`src/btms_pkg.sv`:
```
`default_nettype none
package btms_pkg;

  localparam int unsigned TIME_W = 32;
  localparam int unsigned CFG_IDX_W = 3;
  localparam int unsigned CFG_DATA_W = 16;
  localparam logic [TIME_W-1:0] DISARMED = '1;

  typedef enum logic [2:0] {
    MODE_NONE  = 3'd0,
    MODE_OFF   = 3'd1,
    MODE_LOW   = 3'd2,
    MODE_MED   = 3'd3,
    MODE_OVER  = 3'd4,
    MODE_BRAKE = 3'd5
  } mode_t;

  typedef enum logic [CFG_IDX_W-1:0] {
    REG_SHORT_MS  = 3'd0,
    REG_LONG_MS   = 3'd1,
    REG_LOW_PCT   = 3'd2,
    REG_MED_PCT   = 3'd3,
    REG_OVER_PCT  = 3'd4,
    REG_BRAKE_PCT = 3'd5,
    REG_BRAKE_EN  = 3'd6
  } cfg_reg_t;

  localparam logic [15:0] RST_SHORT_MS = 16'd1000;
  localparam logic [15:0] RST_LONG_MS = 16'd3000;
  localparam logic [6:0] RST_LOW_PCT = 7'd30;
  localparam logic [6:0] RST_MED_PCT = 7'd60;
  localparam logic [6:0] RST_OVER_PCT = 7'd100;
  localparam logic signed [7:0] RST_BRAKE_PCT = -8'sd100;

  typedef struct packed {
    logic [15:0]       short_ms;
    logic [15:0]       long_ms;
    logic [6:0]        low_pct;
    logic [6:0]        med_pct;
    logic [6:0]        over_pct;
    logic signed [7:0] brake_pct;
    logic              brake_en;
  } cfg_t;

  typedef struct packed {
    logic [TIME_W-1:0] now_ms;
    logic              button_press_edge;
    logic              button_release_edge;
    logic              brake_press_edge;
    logic              brake_release_edge;
  } item_t;

  typedef struct packed {
    mode_t             cur_mode;
    mode_t             saved_mode;
    logic [TIME_W-1:0] short_dl;
    logic [TIME_W-1:0] long_dl;
    logic [7:0]        last_pct;
  } state_t;

  typedef struct packed {
    mode_t             mode;
    logic signed [7:0] throttle_percent;
    logic              output_changed;
  } result_t;

endpackage
`default_nettype wire

```
`src/btms_cfg.sv`:
```
`default_nettype none
module btms_cfg (
  input  wire logic                               clk,
  input  wire logic                               rst_n,
  input  wire logic                               wr_en,
  input  wire logic [btms_pkg::CFG_IDX_W-1:0]     wr_index,
  input  wire logic [btms_pkg::CFG_DATA_W-1:0]    wr_data,
  output btms_pkg::cfg_t                          cfg
);
  import btms_pkg::*;

  cfg_t cfg_r;

  always_ff @(posedge clk) begin
    if (!rst_n) begin
      cfg_r.short_ms  <= RST_SHORT_MS;
      cfg_r.long_ms   <= RST_LONG_MS;
      cfg_r.low_pct   <= RST_LOW_PCT;
      cfg_r.med_pct   <= RST_MED_PCT;
      cfg_r.over_pct  <= RST_OVER_PCT;
      cfg_r.brake_pct <= RST_BRAKE_PCT;
      cfg_r.brake_en  <= 1'b1;
    end else if (wr_en) begin
      case (wr_index)
        REG_SHORT_MS:  cfg_r.short_ms  <= wr_data;
        REG_LONG_MS:   cfg_r.long_ms   <= wr_data;
        REG_LOW_PCT:   cfg_r.low_pct   <= wr_data[6:0];
        REG_MED_PCT:   cfg_r.med_pct   <= wr_data[6:0];
        REG_OVER_PCT:  cfg_r.over_pct  <= wr_data[6:0];
        REG_BRAKE_PCT: cfg_r.brake_pct <= wr_data[7:0];
        REG_BRAKE_EN:  cfg_r.brake_en  <= wr_data[0];
        default: ;
      endcase
    end
  end

  assign cfg = cfg_r;

endmodule
`default_nettype wire

```
`src/btms_step.sv`:
```
`default_nettype none
module btms_step (
  input  wire btms_pkg::cfg_t    cfg,
  input  wire btms_pkg::item_t   item,
  input  wire btms_pkg::state_t  state,
  output btms_pkg::state_t       state_nxt,
  output btms_pkg::result_t      result
);
  import btms_pkg::*;

  function automatic logic [7:0] pct_of(input mode_t m, input cfg_t c);
    logic [7:0] p;
    case (m)
      MODE_LOW:   p = {1'b0, c.low_pct};
      MODE_MED:   p = {1'b0, c.med_pct};
      MODE_OVER:  p = {1'b0, c.over_pct};
      MODE_BRAKE: p = c.brake_pct;
      default:    p = 8'd0;
    endcase
    return p;
  endfunction

  function automatic mode_t step_mode(input mode_t m);
    mode_t r;
    case (m)
      MODE_NONE: r = MODE_OFF;
      MODE_OFF:  r = MODE_LOW;
      MODE_LOW:  r = MODE_MED;
      MODE_MED:  r = MODE_OVER;
      default:   r = MODE_NONE;
    endcase
    return r;
  endfunction

  always_comb begin
    state_t     s;
    logic       wrote;
    logic       skip;
    logic [7:0] p;
    s     = state;
    wrote = 1'b0;
    skip  = 1'b0;
    p     = 8'd0;

    if (cfg.brake_en) begin
      if (item.brake_press_edge) begin
        s.short_dl = DISARMED;
        s.long_dl  = DISARMED;
        if (s.cur_mode == MODE_OVER) begin
          s.cur_mode = s.saved_mode;
        end
        s.saved_mode = s.cur_mode;
        s.cur_mode   = MODE_BRAKE;
        p = pct_of(s.cur_mode, cfg);
        if (p != s.last_pct) begin
          s.last_pct = p;
          wrote      = 1'b1;
        end
      end
      if (item.brake_release_edge) begin
        s.cur_mode   = s.saved_mode;
        s.saved_mode = MODE_NONE;
        p = pct_of(s.cur_mode, cfg);
        if (p != s.last_pct) begin
          s.last_pct = p;
          wrote      = 1'b1;
        end
      end
      skip = (s.cur_mode == MODE_BRAKE);
    end

    if (!skip) begin
      if (item.button_press_edge) begin
        s.short_dl = item.now_ms + {16'd0, cfg.short_ms};
        s.long_dl  = item.now_ms + {16'd0, cfg.long_ms};
      end
      if (item.button_release_edge) begin
        if (s.saved_mode == MODE_NONE) begin
          s.cur_mode = MODE_OFF;
        end
        if (s.cur_mode == MODE_OVER) begin
          s.cur_mode = s.saved_mode;
        end
        s.saved_mode = MODE_NONE;
        s.short_dl   = DISARMED;
        s.long_dl    = DISARMED;
      end
      if (s.saved_mode == MODE_NONE && item.now_ms > s.short_dl) begin
        s.saved_mode = s.cur_mode;
        s.cur_mode   = step_mode(s.cur_mode);
        if (s.cur_mode == MODE_OVER) begin
          s.cur_mode = MODE_MED;
        end
      end
      if (s.cur_mode != MODE_OVER && item.now_ms > s.long_dl) begin
        s.cur_mode = MODE_OVER;
      end
      p = pct_of(s.cur_mode, cfg);
      if (p != s.last_pct) begin
        s.last_pct = p;
        wrote      = 1'b1;
      end
    end

    state_nxt               = s;
    result.mode             = s.cur_mode;
    result.throttle_percent = pct_of(s.cur_mode, cfg);
    result.output_changed   = wrote;
  end

endmodule
`default_nettype wire

```
`src/button_throttle_mode_selector.sv`:
```
// A result passes through the input register and then the output register.
// Throughput: one item per cycle while the result side does not stall; the mode state updates in one pass.
// A stalled result holds the output register; the input register takes one more
// item and then the input stalls until the result transfers.
// Reset (synchronous, active low) restores the register defaults, sets the mode
// to off, disarms both deadlines and empties the pipeline.
`default_nettype none
module button_throttle_mode_selector (
  input  wire logic                             clk,
  input  wire logic                             rst_n,
  input  wire logic                             in_valid,
  output logic                                  in_stall,
  input  wire logic [btms_pkg::TIME_W-1:0]      in_now_ms,
  input  wire logic                             in_button_press_edge,
  input  wire logic                             in_button_release_edge,
  input  wire logic                             in_brake_press_edge,
  input  wire logic                             in_brake_release_edge,
  output logic                                  out_valid,
  input  wire logic                             out_stall,
  output logic [2:0]                            out_mode,
  output logic signed [7:0]                     out_throttle_percent,
  output logic                                  out_output_changed,
  input  wire logic                             cfg_valid,
  output logic                                  cfg_ready,
  input  wire logic [btms_pkg::CFG_IDX_W-1:0]   cfg_index,
  input  wire logic [btms_pkg::CFG_DATA_W-1:0]  cfg_data
);
  import btms_pkg::*;

  cfg_t    cfg;
  item_t   item_r;
  logic    item_valid_r;
  state_t  state_r;
  state_t  state_nxt;
  result_t res_nxt;
  result_t res_r;
  logic    out_valid_r;
  logic    out_take;
  logic    in_take;
  logic    advance;

  assign cfg_ready = 1'b1;

  btms_cfg u_cfg (
    .clk      (clk),
    .rst_n    (rst_n),
    .wr_en    (cfg_valid && cfg_ready),
    .wr_index (cfg_index),
    .wr_data  (cfg_data),
    .cfg      (cfg)
  );

  btms_step u_step (
    .cfg       (cfg),
    .item      (item_r),
    .state     (state_r),
    .state_nxt (state_nxt),
    .result    (res_nxt)
  );

  assign out_take = !out_valid_r || !out_stall;
  assign advance  = item_valid_r && out_take;
  assign in_stall = item_valid_r && !out_take;
  assign in_take  = in_valid && !in_stall;

  always_ff @(posedge clk) begin
    if (!rst_n) begin
      item_valid_r <= 1'b0;
    end else if (in_take) begin
      item_valid_r <= 1'b1;
    end else if (advance) begin
      item_valid_r <= 1'b0;
    end
  end

  always_ff @(posedge clk) begin
    if (in_take) begin
      item_r.now_ms              <= in_now_ms;
      item_r.button_press_edge   <= in_button_press_edge;
      item_r.button_release_edge <= in_button_release_edge;
      item_r.brake_press_edge    <= in_brake_press_edge;
      item_r.brake_release_edge  <= in_brake_release_edge;
    end
  end

  always_ff @(posedge clk) begin
    if (!rst_n) begin
      state_r.cur_mode   <= MODE_OFF;
      state_r.saved_mode <= MODE_NONE;
      state_r.short_dl   <= DISARMED;
      state_r.long_dl    <= DISARMED;
      state_r.last_pct   <= 8'd0;
    end else if (advance) begin
      state_r <= state_nxt;
    end
  end

  always_ff @(posedge clk) begin
    if (!rst_n) begin
      out_valid_r <= 1'b0;
    end else if (out_take) begin
      out_valid_r <= item_valid_r;
    end
  end

  always_ff @(posedge clk) begin
    if (advance) begin
      res_r <= res_nxt;
    end
  end

  assign out_valid            = out_valid_r;
  assign out_mode             = res_r.mode;
  assign out_throttle_percent = res_r.throttle_percent;
  assign out_output_changed   = res_r.output_changed;

endmodule
`default_nettype wire

```
`config.mk`:
```
export PLATFORM = sky130hd
export DESIGN_NAME = button_throttle_mode_selector
export DESIGN_NICKNAME = d
export VERILOG_FILES = /design/src/btms_pkg.sv /design/src/btms_cfg.sv /design/src/btms_step.sv /design/src/button_throttle_mode_selector.sv
export SDC_FILE = /design/constraint.sdc
export NUM_CORES = 1
export LEC_CHECK = 0
export ABC_AREA = 0
export BUFFER_PORTS_ARGS = -buffer_cell sky130_fd_sc_hd__buf_2
export CAP_MARGIN = 40
export CELL_PAD_IN_SITES_DETAIL_PLACEMENT = 1
export CELL_PAD_IN_SITES_GLOBAL_PLACEMENT = 2
export CORE_ASPECT_RATIO = 1.4
export CORE_MARGIN = 3
export CORE_UTILIZATION = 25
export DETAILED_ROUTE_END_ITERATION = 7
export GPL_ROUTABILITY_DRIVEN = 0
export GPL_TIMING_DRIVEN = 0
export PLACE_DENSITY_LB_ADDON = 0.1
export SLEW_MARGIN = 20
export SYNTH_ARGS = -nofsm -noshare
export SYNTH_HDL_FRONTEND = slang
export SYNTH_HIERARCHICAL = 1
export SYNTH_SLANG_ARGS = --single-unit
```
`constraint.sdc`:
```
create_clock -name clk -period 7.45 [get_ports clk]
set_input_delay 0.745 -clock clk [delete_from_list [all_inputs] [get_ports clk]]
set_output_delay 0.745 -clock clk [all_outputs]
set_load 0.01 [all_outputs]
```
Word level (Yosys, flattened, before mapping)
Cells that the tools add are included.

Register bits after elaboration: 190. Input bits: 60. Word-level logic and storage cells: 121.

$add $sub $neg: 2. Magnitude comparators: 2. Eq/ne operators: 29. Multiplexer cells: 44. Reduce and logical (&&, ||, !) cells: 22.

Operators by type and width (count): $mux W78 (4); $mux W70 (2); $pmux W8 S4 (3); $mux W8 (9); $add A32 B16 Y32 (2); $gt A32 B32 Y1 (2); $mux W64 (1); $eq A3 B3 Y1 const B (13); $eq A3 B2 Y1 const B (10); $mux W3 (10); $mux W6 (4); $ne A8 B8 Y1 (3); $reduce_and A2 Y1 (7); $logic_not A3 Y1 (4); $pmux W3 S4 (1); $mux W1 (10); $eq A3 B1 Y1 const B (2); $logic_and A1 B1 Y1 (5); $logic_not A1 Y1 (4); $ne A3 B3 Y1 const B (1); $reduce_bool A2 Y1 (1); $logic_or A1 B1 Y1 (1).

Depth between registers and ports, before layout
Gate-level depths: netlist (run 1).

Depth after elaboration: 42. Gate-level depth with buffers: 33. Gate-level depth less buffers: 32.

Hierarchy
Netlist (run 1), hierarchy kept.

Modules (own cells, without submodules): btms_step (instances 1, cells each 1150, area each 7442.1 µm², sequential area each 0.0 µm²); button_throttle_mode_selector (instances 1, cells each 396, area each 4941.0 µm², sequential area each 3042.9 µm²); btms_cfg (instances 1, cells each 236, area each 2469.9 µm², sequential area each 1241.2 µm²).

Worst setup path before layout (run 1)
OpenSTA, ideal clock, no wires.

Kind: register to register. Start: reg item_r[5] (netlist name). End: reg state_r[3] (netlist name). Arrival time: 7.075 ns. Data required time: 7.330 ns. Setup slack: 0.256 ns. Cell stages (with the launch flop): 33. Buffers on the path: 2. Clock period less this slack: 7.194 ns. Cells stage by stage: edfxtp_1 ha_1 a21o_1 a21oi_1 o21bai_1 a21oi_1 o21bai_1 a21oi_1 o21bai_1 a2111oi_0 o41ai_1 a21oi_1 clkbuf_1 o21ai_0 a31oi_1 nor2_1 ha_1 nand3_1 nor4_1 o21ai_0 a31oi_1 o21ba_2 clkbuf_1 nor4_1 and3_1 or4_1 xor2_1 a311oi_1 o2111ai_1 o31ai_4 mux2_4 nand2_1 mux2i_1.

RTL lines: start: declaration (line button_throttle_mode_selector.sv:31) `item_t item_r;`; end signal: assignment (line button_throttle_mode_selector.sv:94) `state_r <= state_nxt;`; end: declaration (line button_throttle_mode_selector.sv:33) `state_t state_r;`.

==> results.cfg, run 1 <==
[yosys]
synth_enable_flop_cells = 48
ys_async_sr_fraction = 0
synthFlopType = dfxtp_1
yosysWarnings = 6
ys_ff_latch = 190
synthesis.instances = 1782
synth.cell_area_sq_um = 14850
synth.net_count = 1940
ys_types = 89
synth.avg_cell_area_sq_um = 8.335
yosysSeqAreaShare = 0.2884

[layout]
final_util = 0.3054
finalNetCount = 2101
layout.cells.non_filler = 2705
diodes = 0
area.growth.synth_to_final_pct = 20.76
fin_area_sq_um = 17940
final_layout_size_suffix_gt1_frac = 0.1600

[floorplan]
die_w_um = 212
floorplan.initialDensity = 0.2529
num_rows = 105
core-area_sq_um = 58730
dieHeight_um = 294.4
io_pins = 75
die-area_sq_um = 62410

[setup_path]
cp-startpoint = item_r[4]
rrSetupSlack_ns = 0.06
crit_path_max_fanout = 3
crit_path_end_kind = register
path_class = reg2reg
ff2ff_path_depth = 33
reg2reg_to = state_r[3]
worst_path_most_repeated_cell = a21oi_2
arrival_ns = 7.78
cpPeakStageDelay_ns = 0.59
crit_slowest_cell = or4_4
cp.required_ns = 7.84
r2r-start = item_r[4]
cp-start-kind = register

[placement]
dp_cells = 2617
port_buffers = 72
dpl_cell_area_sq_um = 16310
dpl.hpwl_um = 53760

[clocking]
cts.sinks = 190
cts_tree = done
cts-root-buf = clkbuf_16
clockBufferDepth = 2
h-tree-depth = 4
clk_pin_slew_ns = 0.09
cts_made_buffers = 17
clk_latency_ns = 0.51
hold_buffers = 0

[power_and_ir_drop]
intPower_mw = 1.889
power.density_nw_per_um2 = 164.3
sw_frac_of_total = 0.3591
leakagePower_nw = 6.736
power_frac_comb = 0.263
p_sw_mw = 1.058
pwr-share-clk = 0.349
pwr-share-seq = 0.388
vdd_drop_max_mv = 0.1338

[route]
viasPerCell = 5.294
routed-via-count = 14320
drt_iter0_drc = 615
drtPass1Iterations = 5
wl_um = 69920
wire_per_inst_um = 25.85
route.detailed.drc = 0
antenna_left = 0

[hold_path]
hp-class = in2reg
hold_depth = 1
min_from = in_now_ms[10]
worstHoldEndpoint = item_r[14]

[global_routing]
top_usage_layer = met2
use_met3 = 0.03098
grt_use_met1 = 0.2559
grtUsageMet2 = 0.4143
grt_overflow_total = 0
track_usage = 0.2239
grt_first_pass_wirelength_um = 102000
antenna_found_initial = 1
grt_max_degree = 22
grt_pass1_vias = 15230

[timing]
finalHoldViolations = 0
finalSetupViolCount = 0
worst_slew_pin_slew_ns = 0.9782
skew_ns = 0.01474
fmax_ghz = 0.1353
rsz0062_at_grt = yes
report.final.slew_viol_count = 0
fin_crit_sh = 0.9923
period_needed_ns = 7.392
whs_ns = 0.4034
max-slew-margin-rel = 0.3434

[job]
max-cap-violations = 0

[run_status]
status = completed
==> how the worst max path moves through the flow <==
stage | end | slack (ns)
3_5_place_dp | state_r[3] | -2.70
4_1_cts | state_r[3] | 0.002
6_report | state_r[3] | 0.06
2_1_floorplan | state_r[3] | 0.26
3_3_place_gp | state_r[3] | -4.18
5_1_grt | state_r[3] | -0.28
==> Yosys cell counts, types with 17 or more instances <==
master | number | area, sq um
o21a_1 | 18 | 135.1
nand2_1 | 154 | 578.1
nor2_1 | 90 | 337.8
a21oi_1 | 144 | 720.7
a31oi_1 | 17 | 106.4
edfxtp_1 | 48 | 1441
a21o_1 | 18 | 135.1
xnor2_1 | 42 | 367.9
ha_1 | 96 | 1201
inv_1 | 32 | 120.1
nand4_1 | 22 | 137.6
or3_1 | 23 | 143.9
a211oi_1 | 22 | 165.2
nor2b_1 | 180 | 1126
dfxtp_1 | 142 | 2843
and3_1 | 18 | 112.6
xor2_1 | 18 | 157.7
o21ai_0 | 52 | 260.3
nor3_1 | 119 | 595.6
nand3_1 | 29 | 145.1
clkbuf_1 | 94 | 352.8
mux2i_1 | 164 | 1642
==> what timing repair did <==
item                                   CTS  global route
cloned                                   1             0
gates resized for setup                 77            43
pin swaps                               41            48
setup endpoints to repair               26             7
setup buffers                           38            19
endpoints found under the hold margin    0             0
==> area by class of cell <==
cell class | count | area (sq um)
multi-input cells | 1427 | 10300
well taps | 749 | 937.1
repair buffers | 146 | 1008
inverters | 34 | 127.6
flip-flops and latches | 190 | 4284
clock buffers | 19 | 454.2
plain buffers | 127 | 661.9
clock inverters | 13 | 163.9
fillers | 6927 | 40790
==> registers in the layout, indices dropped and copies added, names as in the netlist <==
signal / cells
out_valid: 1
state_r: 78
out_throttle_percent: 8
u_cfg/cfg: 62
item_valid_r: 1
out_mode: 3
out_output_changed: 1
item_r: 36
==> worst max-delay path: cells and delay by family (launching register included) <==
family,cells,cell delay [ns]
mux,2,0.39
fa+ha+maj,3,0.75
buf+inv,2,0.42
xor+xnor,2,0.48
flops,1,0.51
compound gates,17,2.95
simple gates,7,1.78
==> placed cells by master (no fill, tap or decap), types with 10 or more instances in the layout <==
| cell | count |
|---|---|
| a211oi_1 | 17 |
| a21o_1 | 18 |
| a21oi_1 | 126 |
| a21oi_2 | 15 |
| a221oi_1 | 10 |
| a31oi_1 | 12 |
| and3_1 | 16 |
| buf_2 | 88 |
| buf_4 | 65 |
| buf_6 | 20 |
| clkbuf_1 | 87 |
| clkbuf_16 | 20 |
| dfxtp_1 | 142 |
| edfxtp_1 | 48 |
| ha_1 | 92 |
| inv_1 | 32 |
| mux2i_1 | 164 |
| nand2_1 | 152 |
| nand3_1 | 28 |
| nand4_1 | 22 |
| nor2_1 | 89 |
| nor2b_1 | 178 |
| nor3_1 | 119 |
| o211ai_1 | 13 |
| o21a_1 | 17 |
| o21ai_0 | 42 |
| or3_1 | 20 |
| xnor2_1 | 41 |
| xor2_1 | 17 |
==> cell families after synthesis <==
group,Yosys count,share of synthesized area
AOI/OAI and AO/OA,410,0.1854
muxes,170,0.1158
xor gates and xnor gates,60,0.03538
other,1,0.0002525
adders and majority gates,98,0.08356
and+or+nand+nor,688,0.2407
DFF,190,0.2884
buffers and inverters,165,0.05046
==> routing by layer <==
layer  vias to the layer above  part of all wire
met1                      7128              0.41
met2                       267              0.53
met4                         0             0.037
li1                       6831                 -
met3                        95             0.025
met5                         -                 0
==> stage by stage <==
stage / total power, mW / TNS, ns / setup WS (ns)
after floorplan: 1.586 / 0 / 0.2557
after global placement: 1.858 / -79.55 / -4.181
after detailed placement: 1.874 / -39.02 / -2.695
after CTS: 2.968 / 0 / 0.002147
after global routing: 3.091 / -0.6779 / -0.2752
final: 2.947 / 0 / 0.05772
==> power by group through the flow <==
stage	sequential, mW	clock (mW)	combinational (mW)
global route	1.15	1.10	0.839
CTS	1.15	1.07	0.753
detailed placement	1.17	0	0.704
floorplan	1.15	0	0.440
finish	1.14	1.03	0.774
global placement	1.17	0	0.686
(Power assumes the default switching activity.)
==> run 2, diff against run 1 <==
--- a/config.mk
+++ b/config.mk
@@ -7,7 +7,7 @@
 export LEC_CHECK = 0
 export ABC_AREA = 0
 export BUFFER_PORTS_ARGS = -buffer_cell sky130_fd_sc_hd__buf_2
-export CAP_MARGIN = 40
+export CAP_MARGIN = 20
 export CELL_PAD_IN_SITES_DETAIL_PLACEMENT = 1
 export CELL_PAD_IN_SITES_GLOBAL_PLACEMENT = 2
 export CORE_ASPECT_RATIO = 1.4
@@ -20,5 +20,4 @@
 export SLEW_MARGIN = 20
 export SYNTH_ARGS = -nofsm -noshare
 export SYNTH_HDL_FRONTEND = slang
-export SYNTH_HIERARCHICAL = 1
 export SYNTH_SLANG_ARGS = --single-unit
==> run 2 against run 1 <==
Against the previous run: sequential cell count is the same; via count shrank 21%; sequential share of layout area grew 5.4 points; sequential power about the same; combinational power shrank 24%; register-to-register slack lost 0.05 ns.
==> results.cfg, run 2 <==
[run_status]
status = completed

[floorplan]
core-area_sq_um = 47520
num_rows = 94
dieHeight_um = 266.8
die-area_sq_um = 51290
io_pins = 75
die_w_um = 192.3
floorplan.initialDensity = 0.2555

[setup_path]
crit_path_end_kind = register
arrival_ns = 7.80
crit_slowest_cell = edfxtp_1
cp.required_ns = 7.81
path_class = reg2reg
worst_path_most_repeated_cell = a21oi_2
cpPeakStageDelay_ns = 0.45
ff2ff_path_depth = 32
crit_path_max_fanout = 7
cp-start-kind = register

[job]
max-cap-violations = 0

[clocking]
cts.sinks = 190
cts-root-buf = clkbuf_16
clk_pin_slew_ns = 0.08
hold_buffers = 0
h-tree-depth = 4
clockBufferDepth = 2
cts_tree = done
clk_latency_ns = 0.48
cts_made_buffers = 17

[route]
viasPerCell = 5.119
wire_per_inst_um = 22.59
routed-via-count = 11280
wl_um = 49770
antenna_left = 0
route.detailed.drc = 0
drtPass1Iterations = 4
drt_iter0_drc = 364

[timing]
setup_slack_ns = 0.008105
finalSetupViolCount = 0
fin_crit_sh = 0.9989
whs_ns = 0.4424
worst_slew_pin_slew_ns = 0.9107
fmax_ghz = 0.1344
report.final.slew_viol_count = 0
rsz0062_at_grt = yes
skew_ns = 0.02003
max-slew-margin-rel = 0.3929
finalHoldViolations = 0
period_needed_ns = 7.442

[yosys]
synth_commonest_cells = 215 x nand2_1, 142 x dfxtp_1, 96 x ha_1
synth_largest_area_cell = dfxtp_1
synth-simple-area-share = 0.1994
synth.avg_cell_area_sq_um = 8.461
yosysMostFrequentCell = nand2_1
ys_ff_latch = 190
synth_compound_area_frac = 0.2317
synthAdderAreaFrac = 0.1022
yosysWarnings = 0
ys_types = 73
synthFlopType = dfxtp_1
synth_enable_flop_cells = 48
yosysSeqAreaShare = 0.3528
synth.area.top_cells = dfxtp_1 23%, edfxtp_1 12%, ha_1 9.9%
synth_top_family_by_area = compound AO/OA/AOI/OAI gates
muxShareOfSynthArea = 0.01979
synthesis.instances = 1435
synth.cell_area_sq_um = 12140
synth.top_cell.area_share = 0.2341
synth_xor_area_frac = 0.05699
synth.net_count = 1593
ys_async_sr_fraction = 0

[placement]
dpl_cell_area_sq_um = 13330
port_buffers = 72
dpl.hpwl_um = 39200
dp_cells = 2134
place_ws_ns = -1.965

[layout]
fin_area_sq_um = 14640
final_layout_size_suffix_gt1_frac = 0.1406
final_common_cell = nand2_1
area.growth.synth_to_final_pct = 20.59
layout_common_cells = 214 x nand2_1, 142 x dfxtp_1, 94 x ha_1
largest_reg_flops = 78
finalNetCount = 1724
filler_cell_count = 5631
layout.cells.non_filler = 2203
largest-register = state_r
diodes = 0

[hold_path]
hold_depth = 1
hp-class = in2reg

[global_routing]
antenna_found_initial = 0
track_usage = 0.1968
grt_overflow_total = 0
grt_max_degree = 23
grt_pass1_vias = 12250
grt_first_pass_wirelength_um = 75200

[power_and_ir_drop]
vdd_drop_max_mv = 0.1784
power.density_nw_per_um2 = 186.1
leakagePower_nw = 5.759
power_mw = 2.724
-- run 2: cell types whose count changed in the layout (fill, tap and decap cells not counted), sizes merged, moves of 33 or more --
cell,before,now
buf,183,127
mux2i,164,24
nor3,119,31
nand2,154,215
o22a,1,34
nor2b,180,24
a21oi,145,95
-- run 2: logic make-up after synthesis --
group | after synthesis
adder cells (fa/ha/maj) | 98
flip-flops | 190
AND/OR/NAND/NOR | 518
buffers and inverters | 112
AO/OA/AOI/OAI | 413
other | 1
multiplexers | 24
XOR/XNOR | 79
-- run 2: critical path, delay by kind of cell, from the launching register on --
kind	cells	cell delay (ns)
mux	1	0.12
fa+ha+maj	3	0.86
xor+xnor	2	0.33
simple gates	4	0.90
compound gates	20	4.34
flops	1	0.45
buf+inv	2	0.29
-- run 2: path summary, 6_finish.rpt --
path | start | to | slack [ns]
worst min register to register | state_r[70] | state_r[70] | 0.47
worst max register to register | item_r[4] | state_r[0] | 0.008
worst min-delay path | in_now_ms[14] | item_r[18] | 0.44
worst max-delay path | item_r[4] | state_r[0] | 0.008
-- run 2: area by class of cell --
type,instances,area [sq um],share of cell area
Timing Repair Buffer,113,698.2,0.04768
Multi-Input combinational cell,1133,7807,0.5332
Clock buffer,18,450.4,0.03076
Tap cell,624,780.7,0.05332
Clock inverter,14,166.4,0.01137
Inverter,37,141.4,0.009657
Buffer,74,312.8,0.02136
Sequential cell,190,4284,0.2926
-- run 2: metal layers --
metal	up-vias	track usage	part of all wire
met5	-	0	0
met3	72	0.02444	0.019
li1	5503	-	-
met2	134	0.3687	0.53
met1	5568	0.2213	0.41
met4	0	0.08274	0.040
-- run 2: power breakdown --
part           internal (mW)  total [mW]  switching [mW]
sequential              1.10        1.14          0.0439
clock                  0.501        1.00           0.499
combinational          0.222       0.585           0.363
total                   1.82        2.72           0.906
-- run 2: timing repair --
item | 4_1_cts | 5_1_grt
pin swaps | 25 | 49
setup buffers | 25 | 12
cloned | 0 | 1
endpoints found under the setup margin | 19 | 11
resized for setup | 61 | 34
-- run 2: through the flow --
stage / util / setup TNS, ns
6_report: 0.3081 / 0
4_1_cts: 0.3028 / 0
5_1_grt: 0.3081 / -2.398
3_5_place_dp: 0.2806 / -25.13
3_3_place_gp: 0.2795 / -46.94
2_1_floorplan: - / 0
==> run 3, diff against run 2 <==
==> constraint.sdc (replaced) <==
create_clock -name clk -period 7.29 [get_ports clk]
set_input_delay 0.729 -clock clk [delete_from_list [all_inputs] [get_ports clk]]
set_output_delay 0.729 -clock clk [all_outputs]
set_load 0.01 [all_outputs]
==> run 3 against run 2 <==
Against the previous run: critical path depth grew 1; non-clock buffer count grew 4; hold slack got worse by 0.012 ns; fmax up 4.3%; wire length increased by 0.15%; core utilization increased by 0.25 points; sequential share of layout area down 0.23 points; first-iteration DRC count grew 0.27%; die area is the same; critical path type unchanged.
==> results.cfg, run 3 (synthesis gave the netlist of run 2 again) <==
[run_status]
status = completed

[setup_path]
cpPeakStageDelay_ns = 0.47
cp-start-kind = register
crit_path_max_fanout = 6
path_class = reg2reg
crit_path_end_kind = register
worst_path_most_repeated_cell = a21oi_2
cp.required_ns = 7.64
crit_slowest_cell = edfxtp_1
arrival_ns = 7.49

[layout]
area.growth.synth_to_final_pct = 21.56
finalNetCount = 1728
final_layout_size_suffix_gt1_frac = 0.1522
final_util = 0.3106
largest_reg_flops = 78
multi_input_area_sq_um = 7904
final_common_cell = nand2_1
fin_area_sq_um = 14760
diodes = 0
layout_common_cells = 214 x nand2_1, 142 x dfxtp_1, 94 x ha_1
regArea_sq_um = 4284
filler_cell_count = 5603
layout.cells.non_filler = 2207
largest-register = state_r

[timing]
finalHoldViolations = 0
skew_ns = 0.01133
setup_tns_ns = 0
fmax_ghz = 0.1401
fin_crit_sh = 0.9792
rsz0062_at_grt = yes
finalSetupViolCount = 0
worst_slew_pin_slew_ns = 0.8930
max-slew-margin-rel = 0.4019
period_needed_ns = 7.138
report.final.slew_viol_count = 0

[placement]
dp_cells = 2132
dpl.hpwl_um = 38900
dpl_cell_area_sq_um = 13330
port_buffers = 72

[floorplan]
die_w_um = 192.3
core-area_sq_um = 47520
floorplan.initialDensity = 0.2555
dieHeight_um = 266.8
die-area_sq_um = 51290
io_pins = 75
num_rows = 94

[route]
routed-via-count = 11300
route.detailed.drc = 0
drtPass1Iterations = 6
antenna_left = 0
viasPerCell = 5.119
wire_per_inst_um = 22.59
wl_um = 49850
drt_iter0_drc = 365

[power_and_ir_drop]
p_sw_uw = 902.4
vdd_drop_max_mv = 0.1767
power_mw = 2.767
pwr-share-clk = 0.362
power.density_nw_per_um2 = 187.5
sw_frac_of_total = 0.3262
leakagePower_nw = 5.802
intPower_mw = 1.864
power_frac_comb = 0.217
pwr-share-seq = 0.421

[clocking]
clk_pin_slew_ns = 0.07
clockBufferDepth = 2
clk_latency_ns = 0.47
cts-root-buf = clkbuf_16
cts.sinks = 190
cts_tree = done
h-tree-depth = 4
cts_made_buffers = 17

[hold_path]
hp-class = in2reg

[global_routing]
antenna_found_initial = 0
grt_overflow_total = 0
track_usage = 0.1965
grt_max_degree = 23
grt_pass1_vias = 12060
grt_first_pass_wirelength_um = 75490

[job]
max-cap-violations = 0
## run 3: final timing paths
path                 start          end  slack, ns  depth (start not counted)
max reg2reg      item_r[4]   state_r[3]       0.15                         33
max              item_r[4]   state_r[3]       0.15                         33
min          in_now_ms[21]   item_r[25]       0.43                          1
min reg2reg    state_r[67]  state_r[67]       0.47                          1
## run 3: layer usage
| metal | GRT usage | vias up | share of wire |
|---|---|---|---|
| li1 | - | 5491 | - |
| met1 | 0.2235 | 5652 | 0.41 |
| met2 | 0.3813 | 106 | 0.55 |
| met3 | 0.02010 | 49 | 0.014 |
| met4 | 0.05595 | 0 | 0.022 |
| met5 | 0 | - | 0 |
## run 3: power groups by stage
stage               registers, mW  logic [mW]  clock network (mW)
floorplan                    1.17       0.347                   0
global placement             1.19       0.532                   0
detailed placement           1.19       0.539                   0
CTS                          1.17       0.579                1.04
global route                 1.17       0.665                1.08
finish                       1.17       0.601                1.00
## run 3: critical path: cells and delay by family, from the launching register on
| kind | cells | cell delay, ns |
|---|---|---|
| compound gates | 20 | 4.31 |
| xor+xnor | 2 | 0.32 |
| fa+ha+maj | 3 | 0.93 |
| buf+inv | 3 | 0.43 |
| flops | 1 | 0.47 |
| mux | 1 | 0.11 |
| simple gates | 4 | 0.43 |
## run 3: timing repair
item,4_1_cts,5_1_grt
setup endpoints to repair,23,15
gates resized for setup,64,55
hold buffers,0,0
setup buffers,25,18
pin swaps,28,39
cloned,0,1
## run 3: through the flow
| step | hold WS (ns) | setup WS (ns) |
|---|---|---|
| after global placement | 0.4444 | -2.310 |
| after global routing | 0.4049 | -0.2435 |
| after detailed placement | 0.4519 | -2.363 |
| after CTS | 0.3944 | 0.002668 |
| after floorplan | 0.4354 | 0.2660 |
| final | 0.4305 | 0.1518 |
## run 3: area by class of cell
cell class,instances,area share
sequential,190,0.2903
inverter,37,0.009580
tap,624,0.05290
clock inverter,10,0.005595
multi-input combinational,1133,0.5355
timing repair buffer,117,0.04985
clock buffer,22,0.03510
buffer,74,0.02119
